--- src/hdl/tcpoax_pkg.sv ---
`timescale 1ns / 1ps

package tcpoax_pkg;

   // walk phases
   localparam int PHASE_W = 2;
   localparam logic [PHASE_W-1:0] PHASE_KIND = 2'd0;
   localparam logic [PHASE_W-1:0] PHASE_LEN  = 2'd1;
   localparam logic [PHASE_W-1:0] PHASE_BODY = 2'd2;

   // option kinds with fixed meaning
   localparam logic [7:0] KIND_END  = 8'd0;
   localparam logic [7:0] KIND_NOOP = 8'd1;

   localparam logic [7:0] MIN_OPT_LEN  = 8'd2;
   localparam logic [5:0] ADDR_OPT_MIN = 6'd7;

   // body offsets of the version byte and the address bytes
   localparam logic [7:0] OFS_VERSION    = 8'd2;
   localparam logic [7:0] OFS_ADDR_FIRST = 8'd3;
   localparam logic [7:0] OFS_ADDR_LAST  = 8'd6;

   // register map
   localparam int ADDR_W = 4;
   localparam logic [1:0] REG_MATCH_KIND    = 2'd0;
   localparam logic [1:0] REG_MATCH_VERSION = 2'd1;
   localparam logic [1:0] REG_MATCH_LENGTH  = 2'd2;

   localparam logic [7:0] MATCH_KIND_RST    = 8'd254;
   localparam logic [7:0] MATCH_VERSION_RST = 8'd0;
   localparam logic [5:0] MATCH_LENGTH_RST  = 6'd8;

   typedef struct packed {
      logic [7:0] match_kind;
      logic [7:0] match_version;
      logic [5:0] match_length;
   } cfg_type;

   typedef struct packed {
      logic               emit;
      logic               found;
      logic [31:0]        client_ip;
      logic [PHASE_W-1:0] phase;
      logic               decided;
   } walk_out_type;

endpackage

--- src/hdl/tcpoax_walk.sv ---
`timescale 1ns / 1ps

module tcpoax_walk (
   input  logic                       clock,
   input  logic                       reset,
   input  logic                       step,
   input  logic [7:0]                 opt_byte,
   input  logic                       last_byte,
   input  tcpoax_pkg::cfg_type        cfg,
   output tcpoax_pkg::walk_out_type   walk_out
);

   logic [tcpoax_pkg::PHASE_W-1:0] phase_ff, phase_in;
   logic [7:0]  kind_ff, kind_in;
   logic [7:0]  len_ff, len_in;
   logic [7:0]  ofs_ff, ofs_in;
   logic        cand_ff, cand_in;
   logic [31:0] latch_ff, latch_in;
   logic        decided_ff, decided_in;

   logic        emit;
   logic        hit;
   logic        restart;
   logic        cand_body;
   logic [31:0] latch_body;
   logic        opt_end;

   // body byte handling: version check and address shift
   always_comb begin
      cand_body  = cand_ff;
      latch_body = latch_ff;
      if (cand_ff) begin
         if (ofs_ff == tcpoax_pkg::OFS_VERSION) begin
            if (opt_byte != cfg.match_version) begin
               cand_body = 1'b0;
            end
         end else if (ofs_ff >= tcpoax_pkg::OFS_ADDR_FIRST &&
                      ofs_ff <= tcpoax_pkg::OFS_ADDR_LAST) begin
            latch_body = {latch_ff[23:0], opt_byte};
         end
      end
   end

   assign opt_end = ({1'b0, ofs_ff} + 9'd1) == {1'b0, len_ff};

   always_comb begin
      phase_in   = phase_ff;
      kind_in    = kind_ff;
      len_in     = len_ff;
      ofs_in     = ofs_ff;
      cand_in    = cand_ff;
      latch_in   = latch_ff;
      decided_in = decided_ff;
      emit       = 1'b0;
      hit        = 1'b0;
      restart    = last_byte;

      if (decided_ff) begin
         // bytes after a decision only wait for the end of the area
      end else begin
         case (phase_ff)
            tcpoax_pkg::PHASE_KIND: begin
               if (opt_byte == tcpoax_pkg::KIND_END) begin
                  emit       = 1'b1;
                  decided_in = 1'b1;
               end else begin
                  if (opt_byte != tcpoax_pkg::KIND_NOOP) begin
                     kind_in  = opt_byte;
                     phase_in = tcpoax_pkg::PHASE_LEN;
                  end
                  emit = last_byte;
               end
            end
            tcpoax_pkg::PHASE_LEN: begin
               len_in = opt_byte;
               if (opt_byte < tcpoax_pkg::MIN_OPT_LEN) begin
                  emit       = 1'b1;
                  decided_in = 1'b1;
               end else if (opt_byte == tcpoax_pkg::MIN_OPT_LEN) begin
                  phase_in = tcpoax_pkg::PHASE_KIND;
                  emit     = last_byte;
               end else begin
                  cand_in  = (kind_ff == cfg.match_kind) &&
                             (opt_byte == {2'b00, cfg.match_length}) &&
                             (cfg.match_length >= tcpoax_pkg::ADDR_OPT_MIN);
                  ofs_in   = tcpoax_pkg::MIN_OPT_LEN;
                  phase_in = tcpoax_pkg::PHASE_BODY;
                  emit     = last_byte;
               end
            end
            tcpoax_pkg::PHASE_BODY: begin
               cand_in  = cand_body;
               latch_in = latch_body;
               if (opt_end) begin
                  if (cand_body) begin
                     emit       = 1'b1;
                     hit        = 1'b1;
                     decided_in = 1'b1;
                  end else begin
                     phase_in = tcpoax_pkg::PHASE_KIND;
                     cand_in  = 1'b0;
                     emit     = last_byte;
                  end
               end else if (last_byte) begin
                  emit = 1'b1;
               end else begin
                  ofs_in = ofs_ff + 8'd1;
               end
            end
            default: begin
               phase_in = tcpoax_pkg::PHASE_KIND;
            end
         endcase
      end

      // the marked last byte always returns the walk to its start
      if (restart) begin
         phase_in   = tcpoax_pkg::PHASE_KIND;
         kind_in    = 8'd0;
         len_in     = 8'd0;
         ofs_in     = 8'd0;
         cand_in    = 1'b0;
         latch_in   = 32'd0;
         decided_in = 1'b0;
      end
   end

   always_ff @(posedge clock) begin
      if (reset) begin
         phase_ff   <= tcpoax_pkg::PHASE_KIND;
         kind_ff    <= 8'd0;
         len_ff     <= 8'd0;
         ofs_ff     <= 8'd0;
         cand_ff    <= 1'b0;
         latch_ff   <= 32'd0;
         decided_ff <= 1'b0;
      end else if (step) begin
         phase_ff   <= phase_in;
         kind_ff    <= kind_in;
         len_ff     <= len_in;
         ofs_ff     <= ofs_in;
         cand_ff    <= cand_in;
         latch_ff   <= latch_in;
         decided_ff <= decided_in;
      end
   end

   assign walk_out.emit      = emit;
   assign walk_out.found     = hit;
   assign walk_out.client_ip = hit ? latch_body : 32'd0;
   assign walk_out.phase     = phase_ff;
   assign walk_out.decided   = decided_ff;

endmodule

--- src/hdl/tcp_option_address_extractor_unit.sv ---
`timescale 1ns / 1ps

// channel   direction  ports                              payload
// req       in         req_valid / req_ready              req_opt_byte, req_last_byte
// rsp       out        rsp_valid / rsp_ready              rsp_found, rsp_client_ip
// csr       in         csr_psel/penable/pwrite/pready     csr_paddr, csr_pwdata, csr_prdata
//
// One option byte is taken every cycle while req_ready is high; the walk state
// updates at the accepting edge and a result goes to the output register that
// drives rsp, or to the skid register behind it while one result waits there,
// which keeps req open; req_ready drops only when both registers hold a beat.
// Reset (synchronous) restores the registers to their defaults and the walk to
// the start of an area.

module tcp_option_address_extractor_unit (
   input  logic                          clock,
   input  logic                          reset,
   input  logic                          req_valid,
   output logic                          req_ready,
   input  logic [7:0]                    req_opt_byte,
   input  logic                          req_last_byte,
   output logic                          rsp_valid,
   input  logic                          rsp_ready,
   output logic                          rsp_found,
   output logic [31:0]                   rsp_client_ip,
   input  logic                          csr_psel,
   input  logic                          csr_penable,
   input  logic                          csr_pwrite,
   input  logic [tcpoax_pkg::ADDR_W-1:0] csr_paddr,
   input  logic [31:0]                   csr_pwdata,
   output logic [31:0]                   csr_prdata,
   output logic                          csr_pready
);

   tcpoax_pkg::cfg_type      cfg_ff;
   tcpoax_pkg::walk_out_type walk_out;

   logic        req_fire;
   logic        csr_wr;
   logic        push;
   logic [1:0]  reg_sel;

   logic        rsp_valid_ff;
   logic        rsp_found_ff;
   logic [31:0] rsp_ip_ff;
   logic        skid_valid_ff;
   logic        skid_found_ff;
   logic [31:0] skid_ip_ff;

   assign csr_pready = 1'b1;
   assign csr_wr     = csr_psel & csr_penable & csr_pwrite & csr_pready;
   assign reg_sel    = csr_paddr[3:2];

   always_ff @(posedge clock) begin
      if (reset) begin
         cfg_ff.match_kind    <= tcpoax_pkg::MATCH_KIND_RST;
         cfg_ff.match_version <= tcpoax_pkg::MATCH_VERSION_RST;
         cfg_ff.match_length  <= tcpoax_pkg::MATCH_LENGTH_RST;
      end else if (csr_wr) begin
         case (reg_sel)
            tcpoax_pkg::REG_MATCH_KIND:    cfg_ff.match_kind    <= csr_pwdata[7:0];
            tcpoax_pkg::REG_MATCH_VERSION: cfg_ff.match_version <= csr_pwdata[7:0];
            tcpoax_pkg::REG_MATCH_LENGTH:  cfg_ff.match_length  <= csr_pwdata[5:0];
            default: begin
            end
         endcase
      end
   end

   always_comb begin
      case (reg_sel)
         tcpoax_pkg::REG_MATCH_KIND:    csr_prdata = {24'd0, cfg_ff.match_kind};
         tcpoax_pkg::REG_MATCH_VERSION: csr_prdata = {24'd0, cfg_ff.match_version};
         tcpoax_pkg::REG_MATCH_LENGTH:  csr_prdata = {26'd0, cfg_ff.match_length};
         default:                       csr_prdata = 32'd0;
      endcase
   end

   assign req_ready = ~skid_valid_ff;
   assign req_fire  = req_valid & req_ready;

   tcpoax_walk u_walk (
      .clock     (clock),
      .reset     (reset),
      .step      (req_fire),
      .opt_byte  (req_opt_byte),
      .last_byte (req_last_byte),
      .cfg       (cfg_ff),
      .walk_out  (walk_out)
   );

   assign push = req_fire & walk_out.emit;

   // output register with one skid entry behind it
   always_ff @(posedge clock) begin
      if (reset) begin
         rsp_valid_ff  <= 1'b0;
         skid_valid_ff <= 1'b0;
      end else if (~rsp_valid_ff | rsp_ready) begin
         if (skid_valid_ff) begin
            rsp_valid_ff  <= 1'b1;
            skid_valid_ff <= 1'b0;
         end else begin
            rsp_valid_ff <= push;
         end
      end else if (push) begin
         skid_valid_ff <= 1'b1;
      end
   end

   always_ff @(posedge clock) begin
      if (~rsp_valid_ff | rsp_ready) begin
         if (skid_valid_ff) begin
            rsp_found_ff <= skid_found_ff;
            rsp_ip_ff    <= skid_ip_ff;
         end else begin
            rsp_found_ff <= walk_out.found;
            rsp_ip_ff    <= walk_out.client_ip;
         end
      end else if (push) begin
         skid_found_ff <= walk_out.found;
         skid_ip_ff    <= walk_out.client_ip;
      end
   end

   assign rsp_valid     = rsp_valid_ff;
   assign rsp_found     = rsp_found_ff;
   assign rsp_client_ip = rsp_ip_ff;

   a_skid_behind_out: assert property (@(posedge clock) disable iff (reset)
      skid_valid_ff |-> rsp_valid_ff)
      else $error("skid entry held while output register empty");

   a_miss_zero_ip: assert property (@(posedge clock) disable iff (reset)
      (rsp_valid && !rsp_found) |-> (rsp_client_ip == 32'd0))
      else $error("not-found beat carries a nonzero address");

   a_last_restarts: assert property (@(posedge clock) disable iff (reset)
      (req_fire && req_last_byte) |=>
         (walk_out.phase == tcpoax_pkg::PHASE_KIND && !walk_out.decided))
      else $error("walk not restarted after last byte of area");

   a_decided_silent: assert property (@(posedge clock) disable iff (reset)
      walk_out.decided |-> !walk_out.emit)
      else $error("second result within one area");

endmodule
--- config.mk ---
export PLATFORM = sky130hd
export DESIGN_NAME = tcp_option_address_extractor_unit
export DESIGN_NICKNAME = d
export VERILOG_FILES = /design/src/hdl/tcpoax_pkg.sv /design/src/hdl/tcpoax_walk.sv /design/src/hdl/tcp_option_address_extractor_unit.sv
export SDC_FILE = /design/constraint.sdc
export NUM_CORES = 1
export LEC_CHECK = 0
export BUFFER_PORTS_ARGS = -buffer_cell sky130_fd_sc_hd__buf_2
export CAP_MARGIN = 10
export CORE_MARGIN = 2
export CORE_UTILIZATION = 50
export CTS_CLUSTER_DIAMETER = 200
export DETAILED_ROUTE_END_ITERATION = 16
export HOLD_SLACK_MARGIN = 0.03
export PLACE_DENSITY = 0.78
export SYNTH_ARGS = -nofsm -noshare
export SYNTH_HDL_FRONTEND = slang
export SYNTH_SLANG_ARGS = --single-unit
--- constraint.sdc ---
create_clock -name clock -period 5.35 [get_ports clock]
set_clock_uncertainty 0.05 [all_clocks]
set_input_delay 1.3375 -clock clock [delete_from_list [all_inputs] [get_ports clock]]
set_output_delay 1.3375 -clock clock [all_outputs]
set_load 0.03 [all_outputs]
# Yosys cells after proc, flatten, opt, wreduce, memory -nomap -nowiden
# Index checks and enable logic that the tools add are counted.
# totals
register_bits	150
latch_bits	0
mem_bits_rw	0
rom_bits	0
inputBits	52
output_inout_bits	68
word_cells	131
mem_count	0
# op_classes
addsub	2
n_mul	0
div	0
magnitude_cmp	4
eq_ne	20
n_shift	0
n_mux	59
n_bitwise	8
n_reduce_logical	22
# ops
operator	count
$mux W32	8
$mux W8	13
$mux W1	24
$pmux W8 S3	1
$eq A8 B2 Y1 const B	2
$mux W2	8
$pmux W8 S2	1
$ne A3 B3 Y1 const B	5
$reduce_and A5 Y1	2
$add A8 B1 Y9 const B	1
$eq A9 B8 Y1	1
$add A8 B1 Y8 const B	1
$eq A8 B6 Y1	1
$eq A8 B8 Y1	1
$ge A8 B2 Y1 const B	1
$le A8 B3 Y1 const B	1
$logic_not A8 Y1	1
$lt A8 B2 Y1 const B	1
$ne A8 B1 Y1 const B	1
$ne A8 B8 Y1	1
$reduce_and A2 Y1	4
$reduce_bool A2 Y1	4
$reduce_and A7 Y1	1
$ge A6 B3 Y1 const B	1
16 further kinds	30

# Longest topological paths before layout
# logic_depth
ltp_word	10
mapped_depth	12
ltp_nobuf	8

# Hierarchy
# From an unflattened synthesis, not the netlist that was laid out.
# unflattened
hier_cells	729
hier_area_um2	7470.9
# modules_own_cells
mod	instances	cells_per_inst	area_per_inst_um2
tcp_option_address_extractor_unit	1	256	3766.1
tcpoax_walk	1	473	3704.8

# Worst setup path after synthesis
# No wires, ideal clock.
# synth_path
path_type	in2reg
from	input req_opt_byte[4]
to	register skid_found_ff (enable)
t_arrival_ns	4.872
slack_ns	-0.037
path_stages	7
cell_sequence	clkbuf_1 -> nor2_1 -> nand3_1 -> a2111oi_0 -> o21a_1 -> a31oi_1 -> nor3_1
# synth_between
elab_chain_cells	10
elab_cells_between_ends	14
cone_classes	1 x order compare; 1 x eq/ne; 9 x mux; 1 x bitwise; 2 x reduce/logical
# synth_rtl
element	line_no	text
from (decl)	tcp_option_address_extractor_unit.sv:20	input logic [7:0] req_opt_byte,
$ne A8 B8 Y1	tcpoax_walk.sv:34	if (opt_byte != cfg.match_version) begin
$mux W1	tcpoax_walk.sv:34	
$mux W1	tcpoax_walk.sv:33	if (ofs_ff == tcpoax_pkg::OFS_VERSION) begin
$mux W1	tcpoax_walk.sv:32	if (cand_ff) begin
$mux W1	tcpoax_walk.sv:95	if (cand_body) begin
$mux W1	tcpoax_walk.sv:94	if (opt_end) begin
$pmux W1 S3 (*)	tcpoax_walk.sv:61	case (phase_ff)
$mux W1 (*)	tcpoax_walk.sv:58	if (decided_ff) begin
$and A1 B1 Y1 (*)	tcp_option_address_extractor_unit.sv:92	assign push = req_fire & walk_out.emit;
$reduce_and A2 Y1 (no source line) (*)	n/a	
to (signal assigned)	tcp_option_address_extractor_unit.sv:121	skid_found_ff <= walk_out.found;
to (decl)	tcp_option_address_extractor_unit.sv:47	logic skid_found_ff;
# Every way passes the cells marked *; elsewhere a longest branch is shown, timed or not.
# A chain may end at the register's enable or synchronous reset.

# Worst setup path after layout
# layout_path
from	input csr_paddr[2] in the netlist's numbering
to	output csr_prdata[2]
# layout_between
elab_chain_cells	2
elab_cells_between_ends	4
cone_classes	2 x eq/ne; 1 x mux; 1 x reduce/logical
# layout_rtl
element	line_no	text
from (decl)	tcp_option_address_extractor_unit.sv:29	input logic [tcpoax_pkg::ADDR_W-1:0] csr_paddr,
$eq A2 B2 Y1 (tied with other cells)	tcp_option_address_extractor_unit.sv:71	case (reg_sel)
$pmux W8 S3 (*)	tcp_option_address_extractor_unit.sv:71	
to (decl)	tcp_option_address_extractor_unit.sv:31	output logic [31:0] csr_prdata,
# Marks and branches as above.

==> impl_metrics.py <==
metrics = {
    "cts": {
        "cts_tree": "yes",
        "htree_levels": 4,
        "hold_buffers": 0,
        "clk_pin_slew_worst_paths_ps": 60,
        "cts_buffers": 17,
        "ctsResizeCount": 0,
        "clk_latency_ps": 430,
        "cts_buffer_depth": 2,
        "post_cts_buffers": 0,
        "ctsRootBufferMaster": "clkbuf_16",
        "clkSinkCount": 150,
    },
    "layout": {
        "finalNetCount": 814,
        "final_area_mm2": 0.00810,
        "seq_area_mm2": 0.00366,
        "syn2layout_area_growth_pct": 11.0,
        "n_antenna_cell": 0,
        "drive_above_1_share_pct": 17.3,
        "post-route-util_pct": 56.4,
        "nFillCells": 1212,
        "multi_input_area_mm2": 0.00319,
    },
    "synthesis": {
        "avgSynthCellArea_um2": 10.1,
        "yosys_warnings": 0,
        "synth_ff_type": "dfxtp_1",
        "yosysTopAreaCellShare_pct": 27.2,
        "synth_edf_count": 66,
        "synth_area_leaders": "edfxtp_1 (27%), dfxtp_1 (23%), mux2i_1 (6.3%)",
        "ys_ff_latch": 150,
        "synth_common_cells": "nor2_1 (106), dfxtp_1 (84), edfxtp_1 (66), nand2_1 (59), mux2i_1 (46)",
        "ys_types": 63,
        "synth.yosys.seq_area_share_pct": 50.2,
        "netlist_area_mm2": 0.00730,
        "synth.most_common_cell": "nor2_1",
        "yosys.area.top_type": "edfxtp_1",
        "synthCells": 724,
        "synthArstFlopShare_pct": 0,
    },
    "route": {
        "routed_wl_um": 15600,
        "drt-met1-wl_um": 6790,
        "wl_met2_um": 7600,
        "dr.max_layer_used": "met4",
        "via_per_inst": 5.64,
        "wl_met3_um": 874,
        "ant_nets": 0,
        "drt_iter0_drc": 491,
        "vias": 5395,
        "route.detailed.drc": 0,
        "wire_per_inst_um": 16.3,
        "dr.pass1.iters": 8,
    },
    "worst_hold_path": {
        "worstHoldStart": "u_walk.len_ff[7]",
        "hold_class": "flip-flop to flip-flop",
    },
    "timing": {
        "grt_setup_unrepaired": "no",
        "setup_ws_ps": 1460,
        "maxSlewHeadroom_pct": 27.7,
        "fmax_mhz": 257,
        "drv_slew": 0,
        "fin_tns_setup_ps": 0,
        "hold_violations": 0,
        "setup_viol": 0,
        "fin_crit_sh_pct": 72.7,
        "worstMarginPinSlew_ps": 1080,
        "period_minus_slack_ps": 3890,
    },
    "global_routing": {
        "track_usage_pct": 20.5,
        "overflow": 0,
        "grt_pass1_wl_um": 25600,
        "antenna_found_initial": 0,
        "grt_max_degree": 70,
        "grt_pass1_vias": 5049,
    },
    "critical_path": {
        "crit_path_max_fanout": 20,
        "worstPathRequired_ps": 3960,
        "start_kind": "primary input",
        "cpMostUsedCell": "buf_2",
        "path_cells": "buf_2 > nor2b_1 > nand2_1 > o21ai_0 > buf_2",
        "critical_path_class": "primary input to primary output",
        "rr_startpoint": "u_walk.ofs_ff[0]",
        "worstPathArrival_ps": 2500,
        "critPathSlowestCell": "nor2b_1",
        "crit_path_start": "csr_paddr[2]",
        "endpoint_kind": "primary output",
        "cpPeakStageDelay_ps": 450,
    },
    "die": {
        "die_area_mm2": 0.0156,
        "fp.dieW_um": 125,
        "initial_core_util_pct": 50.8,
        "fp.dieH_um": 125,
        "num_rows": 44,
        "coreArea_mm2": 0.0144,
        "io_pins": 120,
    },
    "place": {
        "gp_congestion": 0.873,
        "hpwl_um": 10100,
        "dpl-instance-area_mm2": 0.00752,
        "portBuffers": 68,
        "dp_slack_ps": 1240,
    },
    "pwr": {
        "p_per_area_mw_per_mm2": 318,
        "ir_drop_mv": 0.187,
        "p_leak_nw": 2.83,
    },
    "job": {
        "maxCapViolations": 0,
    },
    "status": {
        "status": "finished, final reports clean",
    },
}
power breakdown:
group          switching (mW)  internal, mW
Clock                   0.500         0.664
Combinational           0.135        0.0478
Sequential             0.0129          1.21
Total                   0.648          1.92
through the flow:
| stage | total power [mW] | hold slack (ps) | instances |
|---|---|---|---|
| after floorplan | 1.40 | 394 | 747 |
| final | 2.57 | 419 | 957 |
| after detailed placement | 1.43 | 414 | 925 |
| after CTS | 2.59 | 425 | 957 |
| after global placement | 1.43 | 403 | 925 |
| after global routing | 2.66 | 452 | 957 |
cell type report:
cell class | count | share of cell area (%)
Sequential cell | 150 | 45.2
Timing Repair Buffer | 74 | 4.91
Multi-Input combinational cell | 508 | 39.4
Clock inverter | 14 | 1.73
Inverter | 9 | 0.417
Clock buffer | 18 | 5.42
Tap cell | 184 | 2.84
layout by cell type, fill, tap and decap left out, drive strengths merged, types with 3 or more instances in the layout:
master / Yosys / layout
inv: 9 / 15
dfxtp: 84 / 84
nor2b: 13 / 13
o21ai: 18 / 18
and3: 5 / 5
nand2b: 5 / 5
nor3b: 7 / 7
a221o: 5 / 5
a21o: 4 / 4
nor3: 12 / 12
xor2: 10 / 10
and4: 3 / 3
a21oi: 27 / 27
o31ai: 32 / 32
nand3: 20 / 20
mux2i: 46 / 46
edfxtp: 66 / 66
xnor2: 19 / 19
clkbuf: 30 / 18
a211o: 9 / 9
buf: 50 / 74
nor4: 5 / 5
clkinv: 0 / 6
a22oi: 40 / 40
nor2: 108 / 108
conb: 2 / 25
nand2: 60 / 60
nand4: 7 / 7
layer usage:
| metal | global-route usage, % | up-vias |
|---|---|---|
| met5 | 0 | - |
| met4 | 8.33 | 0 |
| met3 | 4.25 | 23 |
| met2 | 32.8 | 184 |
| met1 | 27.3 | 2549 |
| li1 | - | 2639 |
worst max-delay path: cells and delay by family:
kind / cells / cell delay [ps]
and+or+nand+nor: 2 / 540
buffers and inverters: 2 / 500
AOI/OAI and AO/OA: 1 / 120
registers in the layout, summed over array words and instances, names as in the netlist:
name,flops
rsp_found,1
rsp_valid,1
cfg_ff,22
rsp_client_ip,32
u_walk.latch_ff,32
u_walk.kind_ff,8
skid_valid_ff,1
u_walk.phase_ff,2
u_walk.len_ff,8
u_walk.decided_ff,1
u_walk.cand_ff,1
skid_found_ff,1
skid_ip_ff,32
u_walk.ofs_ff,8
cells by family (layout without fill, tap and decap cells):
logic type	after synthesis	in the layout	synth area share (%)
AOI/OAI and AO/OA	154	154	15.9
xor gates and xnor gates	29	29	3.58
adders and majority gates	2	2	0.343
buffers and inverters	89	115	7.41
DFF	150	150	50.2
muxes	47	47	6.47
other	2	25	0.103
and+or+nand+nor	251	251	15.9
worst paths after layout:
kind                       end  slack, ps  depth (start not counted)
max              csr_prdata[2]       1460                          5
min           u_walk.len_ff[7]        420                          2
max reg2reg  rsp_client_ip[17]       1660                          9
min reg2reg   u_walk.len_ff[7]        420                          2
No activity file was read; power rests on OpenSTA's default activity.
